File: config.mk
export PLATFORM = sky130hd
export DESIGN_NAME = multiplexed_seven_segment_driver
export DESIGN_NICKNAME = d
export VERILOG_FILES = /design/src/rtl/msd_pkg.sv /design/src/rtl/multiplexed_seven_segment_driver.sv
export SDC_FILE = /design/constraint.sdc
export NUM_CORES = 1
export LEC_CHECK = 0
export BUFFER_PORTS_ARGS = -buffer_cell sky130_fd_sc_hd__buf_2
export CORE_ASPECT_RATIO = 1.1
export CORE_MARGIN = 5
export CORE_UTILIZATION = 57
export DETAILED_ROUTE_END_ITERATION = 10
export PLACE_DENSITY = 0.8
export SLEW_MARGIN = 0
export SYNTH_ARGS = -nofsm -noshare
export SYNTH_HDL_FRONTEND = slang
export SYNTH_SLANG_ARGS = --single-unit
File: constraint.sdc
create_clock -name clock -period 2.9 [get_ports clock]
set_clock_uncertainty 0.05 [all_clocks]
set_input_delay 0.87 -clock clock [delete_from_list [all_inputs] [get_ports clock]]
set_output_delay 0.87 -clock clock [all_outputs]
set_load 0.01 [all_outputs]
File: src/rtl/msd_pkg.sv
package msd_pkg;

   localparam int NUM_DIGITS = 4;
   localparam int DIGIT_W    = 4;
   localparam int VALUE_W    = 32;
   localparam int SEG_W      = 7;
   localparam int COM_W      = 4;
   localparam int SHOWN_W    = 2;
   localparam int IDX_W      = (NUM_DIGITS > 1) ? $clog2(NUM_DIGITS) : 1;
   localparam int BIT_CNT_W  = $clog2(VALUE_W);

   localparam logic CMD_LOAD = 1'b0;
   localparam logic CMD_TICK = 1'b1;

   typedef enum logic {
      ST_IDLE,
      ST_CONVERT
   } state_type;

   typedef logic [DIGIT_W-1:0] digit_type;

   function automatic logic [SEG_W-1:0] seg_decode(input digit_type digit);
      logic [SEG_W-1:0] pat;
      unique case (digit)
         4'd0:    pat = 7'h3F;
         4'd1:    pat = 7'h06;
         4'd2:    pat = 7'h5B;
         4'd3:    pat = 7'h4F;
         4'd4:    pat = 7'h66;
         4'd5:    pat = 7'h6D;
         4'd6:    pat = 7'h7D;
         4'd7:    pat = 7'h07;
         4'd8:    pat = 7'h7F;
         4'd9:    pat = 7'h6F;
         default: pat = '0;
      endcase
      return pat;
   endfunction

endpackage

File: src/rtl/multiplexed_seven_segment_driver.sv
// channel   direction  handshake          payload
// req_      in         valid / stall      cmd, value
// rsp_      out        valid / stall      segment_lines, common_lines, shown_digit
// csr_      in         valid / ready      common_anode
//
// A tick is written to the output register as it is accepted; a load is accepted and then
// runs through the shift-and-add-3 decimal converter, one value bit a cycle.
// Reset is synchronous, active high: digits, scan index and polarity go to zero.
// req_stall is high while converting and while a result waits under rsp_stall;
// loads and ticks alike are held off while a result waits. csr_ready is always high.
module multiplexed_seven_segment_driver
   import msd_pkg::*;
(
   input  logic               clock,
   input  logic               reset,
   input  logic               req_valid,
   output logic               req_stall,
   input  logic               req_cmd,
   input  logic [VALUE_W-1:0] req_value,
   output logic               rsp_valid,
   input  logic               rsp_stall,
   output logic [SEG_W-1:0]   rsp_segment_lines,
   output logic [COM_W-1:0]   rsp_common_lines,
   output logic [SHOWN_W-1:0] rsp_shown_digit,
   input  logic               csr_valid,
   output logic               csr_ready,
   input  logic               csr_common_anode
);

   state_type            state_ff, state_in;
   logic [BIT_CNT_W-1:0] bit_cnt_ff, bit_cnt_in;
   logic [VALUE_W-1:0]   bin_ff, bin_in;
   digit_type            digit_store_ff [NUM_DIGITS];
   digit_type            digit_store_in [NUM_DIGITS];
   digit_type            adj [NUM_DIGITS];
   logic [IDX_W-1:0]     scan_ff, scan_in;
   logic                 anode_ff;
   logic                 rsp_valid_ff, rsp_valid_in;
   logic [SEG_W-1:0]     seg_ff, seg_in;
   logic [COM_W-1:0]     com_ff, com_in;
   logic [SHOWN_W-1:0]   shown_ff, shown_in;
   logic [NUM_DIGITS-1:0] onehot;
   logic [NUM_DIGITS-1:0] com_full;
   logic [SEG_W-1:0]     pat;
   logic                 accept;
   logic                 load_go;
   logic                 tick_go;

   assign csr_ready = 1'b1;
   assign req_stall = (state_ff != ST_IDLE) || (rsp_valid_ff && rsp_stall);
   assign accept    = req_valid && !req_stall;
   assign load_go   = accept && (req_cmd == CMD_LOAD);
   assign tick_go   = accept && (req_cmd == CMD_TICK);

   always_comb begin
      for (int i = 0; i < NUM_DIGITS; i++) begin
         onehot[i] = (scan_ff == IDX_W'(i));
      end
      pat      = seg_decode(digit_store_ff[scan_ff]);
      com_full = anode_ff ? ~onehot : onehot;
   end

   always_comb begin
      for (int i = 0; i < NUM_DIGITS; i++) begin
         adj[i] = (digit_store_ff[i] >= 4'd5) ? digit_store_ff[i] + 4'd3 : digit_store_ff[i];
      end
   end

   always_comb begin
      state_in     = state_ff;
      bit_cnt_in   = bit_cnt_ff;
      bin_in       = bin_ff;
      scan_in      = scan_ff;
      rsp_valid_in = rsp_valid_ff && rsp_stall;
      seg_in       = seg_ff;
      com_in       = com_ff;
      shown_in     = shown_ff;
      for (int i = 0; i < NUM_DIGITS; i++) begin
         digit_store_in[i] = digit_store_ff[i];
      end
      unique case (state_ff)
         ST_IDLE: begin
            if (load_go) begin
               state_in   = ST_CONVERT;
               bit_cnt_in = '0;
               bin_in     = req_value;
               for (int i = 0; i < NUM_DIGITS; i++) begin
                  digit_store_in[i] = '0;
               end
            end else if (tick_go) begin
               rsp_valid_in = 1'b1;
               seg_in       = anode_ff ? ~pat : pat;
               com_in       = COM_W'(com_full);
               shown_in     = SHOWN_W'(scan_ff);
               scan_in      = (scan_ff == IDX_W'(NUM_DIGITS - 1)) ? '0 : scan_ff + 1'b1;
            end
         end
         ST_CONVERT: begin
            digit_store_in[0] = {adj[0][DIGIT_W-2:0], bin_ff[VALUE_W-1]};
            for (int i = 1; i < NUM_DIGITS; i++) begin
               digit_store_in[i] = {adj[i][DIGIT_W-2:0], adj[i-1][DIGIT_W-1]};
            end
            bin_in     = {bin_ff[VALUE_W-2:0], 1'b0};
            bit_cnt_in = bit_cnt_ff + 1'b1;
            if (bit_cnt_ff == BIT_CNT_W'(VALUE_W - 1)) begin
               state_in = ST_IDLE;
            end
         end
         default: state_in = ST_IDLE;
      endcase
   end

   always_ff @(posedge clock) begin
      if (reset) begin
         state_ff     <= ST_IDLE;
         bit_cnt_ff   <= '0;
         scan_ff      <= '0;
         anode_ff     <= 1'b0;
         rsp_valid_ff <= 1'b0;
         for (int i = 0; i < NUM_DIGITS; i++) begin
            digit_store_ff[i] <= '0;
         end
      end else begin
         state_ff     <= state_in;
         bit_cnt_ff   <= bit_cnt_in;
         scan_ff      <= scan_in;
         rsp_valid_ff <= rsp_valid_in;
         for (int i = 0; i < NUM_DIGITS; i++) begin
            digit_store_ff[i] <= digit_store_in[i];
         end
         if (csr_valid && csr_ready) begin
            anode_ff <= csr_common_anode;
         end
      end
   end

   always_ff @(posedge clock) begin
      bin_ff   <= bin_in;
      seg_ff   <= seg_in;
      com_ff   <= com_in;
      shown_ff <= shown_in;
   end

   assign rsp_valid         = rsp_valid_ff;
   assign rsp_segment_lines = seg_ff;
   assign rsp_common_lines  = com_ff;
   assign rsp_shown_digit   = shown_ff;

endmodule

== Word-level counts from Yosys, hierarchy flattened ==
Memory sizes are Yosys's and may differ from the RTL's. A register that Yosys moved wholly into a read port is not among the register bits.
Cells that the tools add are included.
Word-level totals
  register bits: 55
  bits in writable memories: 16
  bits in read-only memories: 112
  input port bits: 39
  logic and storage cells: 71
  memories kept: 2
Cells by class
  $add $sub $neg: 6
  magnitude comparators: 4
  equal/unequal tests: 5
  multiplexer cells: 28
  bitwise logic cells: 9
  reductions and logical operators: 8
Memories
  (name not given): depth 16, width 7, read ports 1, clocked after memory_dff 0, wr ports 0, line msd_pkg.sv:24  | unique case (digit)
  digit_store_ff: depth 4, width 4, read ports 5, clocked after memory_dff 1, wr ports 4, line multiplexed_seven_segment_driver.sv:33  | digit_type digit_store_ff [NUM_DIGITS];
Operators with widths (count)
  case mux 32 bit (2 select lines): 1
  two-way mux 32 bit: 1
  two-way mux 4 bit: 8
  case mux 16 bit (2 select lines): 1
  greater-or-equal comparator 4 x 3 -> 1 bit (second input constant): 4
  two-way mux 16 bit: 1
  adder 4 x 2 -> 4 bit (second input constant): 3
  case mux 5 bit (2 select lines): 1
  two-way mux 1 bit: 8
  two-way mux 7 bit: 1
  inverter 7 bit: 1
  two-way mux 2 bit: 3
  adder 5 x 1 -> 5 bit (second input constant): 1
  equality test 5 bit (second input constant): 1
  two-way mux 5 bit: 1
  equality test 2 bit (second input constant): 2
  logical AND 1 bit: 4
  inverter 4 bit: 1
  bitwise OR 1 bit: 4
  adder 3 x 2 -> 3 bit (second input constant): 1
  two-way mux 3 bit: 1
  inverter 1 bit: 3
  AND reduction 3 bit: 1
  adder 2 x 1 -> 2 bit (second input constant): 1
  other kinds (6): 6

== Longest topological paths before layout ==
Gate-level depths: netlist of run 1.
  depth after elaboration: 9
  mapped depth: 8
  mapped depth without buffers: 7

== Least setup slack after synthesis of run 1 ==
OpenSTA, ideal clock, no wires.
  path type: input-to-reg
  start: input rsp_stall
  end: register bin_ff[0], enable pin
  arrival: 2.043 ns
  data required time: 2.463 ns
  path slack: 0.420 ns
  stages: 5
  path buffers: 1
  cells stage by stage: nand2_1 nand3b_1 nor2b_1 clkbuf_1 inv_1
Between the ends
  word-level cells in the longest chain between the ends: 6
Ends and longest elaborated chain
  start, declared: line multiplexed_seven_segment_driver.sv:21  | input logic rsp_stall,
  logical AND 1 bit: line multiplexed_seven_segment_driver.sv:50  | assign req_stall = (state_ff != ST_IDLE) || (rsp_valid_ff && rsp_stall);
  logical OR 1 bit: line multiplexed_seven_segment_driver.sv:50
  zero test 1 bit: line multiplexed_seven_segment_driver.sv:51  | assign accept = req_valid && !req_stall;
  logical AND 1 bit: line multiplexed_seven_segment_driver.sv:51
  logical AND 1 bit: line multiplexed_seven_segment_driver.sv:52  | assign load_go = accept && (req_cmd == CMD_LOAD);
  != test 2 bit (no line)
  end signal, assigned: line multiplexed_seven_segment_driver.sv:138  | bin_ff <= bin_in;
  end, declared: line multiplexed_seven_segment_driver.sv:32  | logic [VALUE_W-1:0] bin_ff, bin_in;
No other way between the ends.
A chain may end at the register's enable or synchronous reset.

==> results of run 1 <==
[kinds of logic (layout without fill, tap and decap cells)]
family	Yosys count	in the layout	share of synthesized area, %
and+or+nand+nor	59	59	8.43
AOI/OAI and AO/OA	47	47	8.26
DFF	73	73	53.5
buffers and inverters	29	87	3.39
adders and majority gates	19	19	6.65
xor gates and xnor gates	17	17	4.16
other	1	1	0.105
muxes	46	46	15.5
[routing by layer]
layer | vias up | wire length, um | global-route usage [%]
met3 | 10 | 441 | 6.52
li1 | 1149 | - | -
met4 | 0 | 103 | 7.52
met1 | 1106 | 2600 | 20.5
met2 | 60 | 2970 | 26.7
met5 | - | 0 | 0
[final cells by class]
class                           count  area [um^2]  share of cell area, %
Clock buffer                       13          170                   4.13
Multi-Input combinational cell    189         1540                   37.4
Tap cell                           80          100                   2.43
Timing Repair Buffer               57          295                   7.16
Sequential cell                    73         1910                   46.4
Inverter                           14         53.8                   1.31
Clock inverter                      3         47.5                   1.15
[sequential cells by signal (all words and copies together) (netlist names), named ones only]
signal	flops
rsp_shown_digit	2
rsp_segment_lines	7
anode_ff	1
digit_store_ff	16
scan_ff	2
rsp_valid	1
bit_cnt_ff	5
bin_ff	32
rsp_common_lines	4
state_ff	1
[how the worst max path moves through the flow]
stage                            to
2_1_floorplan             bin_ff[0]
3_5_place_dp   rsp_segment_lines[5]
6_report       rsp_segment_lines[5]
5_1_grt        rsp_segment_lines[5]
3_3_place_gp   rsp_segment_lines[5]
4_1_cts        rsp_segment_lines[5]
[synth_stat cells (all sizes together) (2+ instances only)]
cell type and count:
edfxtp 45, xor2 10, a21oi 13, mux2i 9, o21ai 12, mux4 4
nor2 24, ha 19, mux2 33, clkbuf 10, inv 13, nor2b 4
a31oi 2, a22oi 10, o211ai 2, nand3b 3, nand2 9, xnor2 7
buf 5, a32oi 2, dfxtp 28, a21o 2, nor3b 4, nand3 7
nand2b 7
[power by group through the flow]
stage               combinational (uW)  sequential, uW  clock [uW]
floorplan                          135            1220           0
global placement                   190            1220           0
detailed placement                 197            1220           0
CTS                                197            1200         876
global route                       217            1210         929
finish                             194            1200         853
[per-stage QoR]
| stage | area [um^2] | util [%] | setup slack, ps | instances | total power [uW] |
|---|---|---|---|---|---|
| 2_1_floorplan | 3580 | - | 420 | 291 | 1350 |
| 3_3_place_gp | 3910 | 63.4 | 692 | 413 | 1410 |
| 3_5_place_dp | 3910 | 63.4 | 629 | 413 | 1420 |
| 4_1_cts | 4120 | 67.0 | 608 | 429 | 2270 |
| 5_1_grt | 4120 | 67.0 | 460 | 429 | 2350 |
| 6_report | 4120 | 67.0 | 606 | 429 | 2250 |
[cells in the final DEF, fill, tap and decap left out, drive strengths merged, types with 2 or more instances in the layout]
cell,netlist,final
a22oi,10,10
xnor2,7,7
a21o,2,2
clkinv,1,3
inv,13,13
buf,5,57
mux2,33,33
a31oi,2,2
mux4,4,4
a21oi,13,13
clkbuf,10,13
nor3b,4,4
xor2,10,10
dfxtp,28,28
o211ai,2,2
a32oi,2,2
nand2b,7,7
ha,19,19
nor2b,4,4
nand2,9,9
nor2,24,24
edfxtp,45,45
nand3b,3,3
nand3,7,7
o21ai,12,12
mux2i,9,9
==> flow_summary.ini, run 1 <==
[logic_synthesis]
synth.area.top_cells = edfxtp_1 38%, dfxtp_1 16%, mux2_2 10%
synth_top_area_share_pct = 37.8
yosys_warnings = 0
yosysSeqAreaShare_pct = 53.5
netlist_area_mm2 = 0.00358
syn_nets = 349
async_reset_ff_share_pct = 0
synth-seq-cells = 73
synth_cell_types = 39
synth.avg_cell_area_um2 = 12.3
synth_top_cell_by_area = edfxtp_1
synth_edf_count = 45
synthFlopType = edfxtp_1
netlist_instances = 291

[die]
die-area_mm2 = 0.00796
die_y_um = 93.1
start_util_pct = 58.1
die_w_um = 85.5
rows = 30
core_mm2 = 0.00616
io_pins = 55

[worst_setup_path]
reg2reg_to = rsp_segment_lines[5]
cp_slowest_cell = mux4_1
r2r_setup_slack_ps = 610
path_depth = 6
r2r_cells = 6
cp_max_fo = 6
cp_cell_sequence = mux4_1 > ha_1 > nand2b_1 > a21boi_0 > o21ai_0 > xor2_1
arrival_ps = 2320
path_class = reg2reg
critPathTopFamily = multiplexers
cp_num_buf_inv = 0
cp-end-kind = register
critPathLaunchType = register
required_ps = 2920
max_stage_delay_ps = 670

[global_routing]
grt_use_total_pct = 16.9
gr-total-overflow = 0
grt_pass1_wl_mm = 10.6
antenna_found_initial = 0
grt_max_degree = 61
grt_pass1_vias = 2373

[power]
pwr_density_cell_mw_per_mm2 = 545
p_sw_uw = 500
sw_frac_of_total_pct = 22.2
pwr-share-seq_pct = 53.4
p_leak_uw = 0.00158
p_comb_share_pct = 8.6
clockPowerShare_pct = 38.0
peakVddDrop_mv = 0.346
p_int_uw = 1750

[routing]
first_pass_iters = 4
drc = 0
final_antenna_net_count = 0
wl_per_cell_um = 14.2
via_per_inst = 5.42
vias = 2325
wirelength_mm = 6.11
drt_iter0_drc = 176

[sta]
fin_setup_tns_ps = 0
whs_ps = 426
finalSetupViolCount = 0
fin_crit_ps = 2290
max_slew.worst_pin.slew_ps = 652
post-route-period-util_pct = 79.1
slew_viol_final = 0
maxSlewHeadroom_pct = 56.5
timing.fmax_mhz = 436
final-hold-violation-count = 0
rsz0062_at_grt = false

[job]
cap_violations = 0

[cts]
postCtsSetupBuffers = 0
cts_made_buffers = 9
cts-hold-fix-buffers = 0
cts_buffer_depth = 2
cts_tree = built
root_buffer = clkbuf_8
ctsResizeCount = 0
clkSinkCount = 73
clock_latency_ps = 350
cts_max_level = 3
clk_pin_slew_worst_paths_ps = 70

[final_layout]
n_antenna_cell = 0
num-fill-cells = 476
drive_gt1_share_pct = 32.1
nNetsFinal = 402
syn2layout_area_growth_pct = 15.3

[place]
place_hpwl_mm = 4.21
place_congestion = 0.789
numPortBuffers = 53

[hold_path]
hold_start = bit_cnt_ff[3]
hp-class = reg2reg
min_to = bit_cnt_ff[3]
hold_depth = 1

[run_status]
outcome = finished, final reports clean
Power figures use the tool's default switching activity.
==> run 2: changes to the inputs <==
--- a/config.mk
+++ b/config.mk
@@ -8,9 +8,9 @@
 export BUFFER_PORTS_ARGS = -buffer_cell sky130_fd_sc_hd__buf_2
 export CORE_ASPECT_RATIO = 1.1
 export CORE_MARGIN = 5
-export CORE_UTILIZATION = 57
+export CORE_UTILIZATION = 51
 export DETAILED_ROUTE_END_ITERATION = 10
-export PLACE_DENSITY = 0.8
+export PLACE_DENSITY = 0.76
 export SLEW_MARGIN = 0
 export SYNTH_ARGS = -nofsm -noshare
 export SYNTH_HDL_FRONTEND = slang
==> constraint.sdc (replaced) <==
create_clock -name clock -period 2 [get_ports clock]
set_clock_uncertainty 0.05 [all_clocks]
set_input_delay 0.6 -clock clock [delete_from_list [all_inputs] [get_ports clock]]
set_output_delay 0.6 -clock clock [all_outputs]
set_load 0.01 [all_outputs]
==> run 2 against run 1 <==
  * Worst setup slack lost 540 ps
  * First-iteration DRC count grew 15%
  * Total power grew 36%
  * Utilization shrank 6.2 points
  * Routed wire length grew 2.9%
  * Sequential power grew 45%
  * Critical path type unchanged
  * Largest power group unchanged
==> flow_summary.ini, run 2 (synthesis results as in run 1) <==
[run_status]
outcome = finished, final reports clean

[routing]
final_antenna_net_count = 0
drc = 0
wl_per_cell_um = 14.1
first_pass_iters = 4
via_per_inst = 5.33
drt_iter0_drc = 202
wirelength_mm = 6.29
vias = 2372

[worst_setup_path]
cp_max_fo = 3
critPathLaunchType = register
cp-end-kind = register
required_ps = 2030
path_class = reg2reg
r2r_cells = 6
arrival_ps = 1970

[global_routing]
grt_max_degree = 35
grt_pass1_wl_mm = 10.8
grt_use_total_pct = 15.0
grt_pass1_vias = 2407
antenna_found_initial = 0
gr-total-overflow = 0

[sta]
final-hold-violation-count = 0
finalSetupViolCount = 0
maxSlewHeadroom_pct = 62.3
timing.fmax_mhz = 516
max_slew.worst_pin.slew_ps = 565
fin_crit_ps = 1940
fin_setup_tns_ps = 0
slew_viol_final = 0
post-route-period-util_pct = 96.8

[die]
die_y_um = 97.8
die_w_um = 89.8
io_pins = 55
start_util_pct = 51.6
rows = 32
die-area_mm2 = 0.00879
core_mm2 = 0.00693

[cts]
cts_made_buffers = 9
cts-hold-fix-buffers = 0
cts_buffer_depth = 2
clk_pin_slew_worst_paths_ps = 70
cts_max_level = 3
cts_tree = built
root_buffer = clkbuf_8
clkSinkCount = 73
clock_latency_ps = 350

[hold_path]
hold_start = bit_cnt_ff[3]
hold_depth = 1
hp-class = reg2reg

[power]
p_leak_uw = 0.00160
pwr_density_cell_mw_per_mm2 = 725
peakVddDrop_mv = 0.465
finalPower_uw = 3050

[final_layout]
design_area_mm2 = 0.00421
nNetsFinal = 413
regArea_mm2 = 0.00192
n_antenna_cell = 0
mostFrequentLayoutCells = 53 x buf_2, 45 x edfxtp_1, 33 x mux2_2, 26 x dfxtp_1, 23 x nor2_1
layout_commonest_cell = buf_2
drive_gt1_share_pct = 36.7
final_util_pct = 60.8
num-fill-cells = 558
largest_register_ffs = 32
stdcell_count = 445
multiInputGateArea_mm2 = 0.00156
syn2layout_area_growth_pct = 17.7
regMostFlops = bin_ff

[job]
cap_violations = 0

[place]
numPortBuffers = 53
placed_cell_area_mm2 = 0.00403
place_congestion = 0.793
place_inst = 427
place_hpwl_mm = 4.55
==> run 2: cell count changes in the layout (fill, tap and decap cells not counted), moves of 2 or more <==
cell / previous run / this run
buf_4: 4 / 13
inv_1: 13 / 11
clkinvlp_4: 0 / 5
buf_12: 0 / 2
clkinv_4: 2 / 0
==> run 2: final timing paths <==
kind                          end  slack (ps)
max reg2reg  rsp_segment_lines[1]          60
min                 bit_cnt_ff[3]         430
min reg2reg         bit_cnt_ff[3]         430
max          rsp_segment_lines[1]          60
==> run 2: power by group <==
part	internal (uW)	switching [uW]
Clock	451	559
Combinational	152	148
Sequential	1700	40.2
==> run 2: area by class of cell <==
cell class	instances	share of cell area (%)
Clock buffer	10	3.03
Sequential cell	73	45.5
Tap cell	85	2.53
Multi-Input combinational cell	189	36.9
Timing Repair Buffer	68	9.57
Inverter	14	1.37
Clock inverter	6	1.04
==> run 2: through the flow <==
stage / hold WS, ps / setup WS [ps]
after floorplan: 382 / -17.5
after global placement: 401 / 51.6
after detailed placement: 421 / -18.5
after CTS: 432 / 17.4
after global routing: 466 / -2.96
final: 431 / 63.6
==> run 2: repair_timing <==
item                       in CTS  in global routing
gates resized for setup         1                  2
pin swaps                       0                  0
setup buffers                   0                  2
setup endpoints to repair       1                  4
hold endpoints to repair        0                  0
cloned                          0                  0
==> run 2: critical path, cell delays in order (launching register included) <==
cell and delay [ps]:
dfxtp_4 370, mux4_2 540, inv_1 120, ha_1 270
a21oi_1 150, nor2_1 70, xnor2_1 120
==> run 2: per-layer routing <==
| metal | track usage [%] | up-vias | part of all wire [%] |
|---|---|---|---|
| met5 | 0 | - | 0 |
| met4 | 5.58 | 0 | 1.8 |
| met3 | 4.70 | 11 | 5.1 |
| met2 | 26.1 | 48 | 52 |
| met1 | 17.0 | 1136 | 41 |
| li1 | - | 1177 | - |
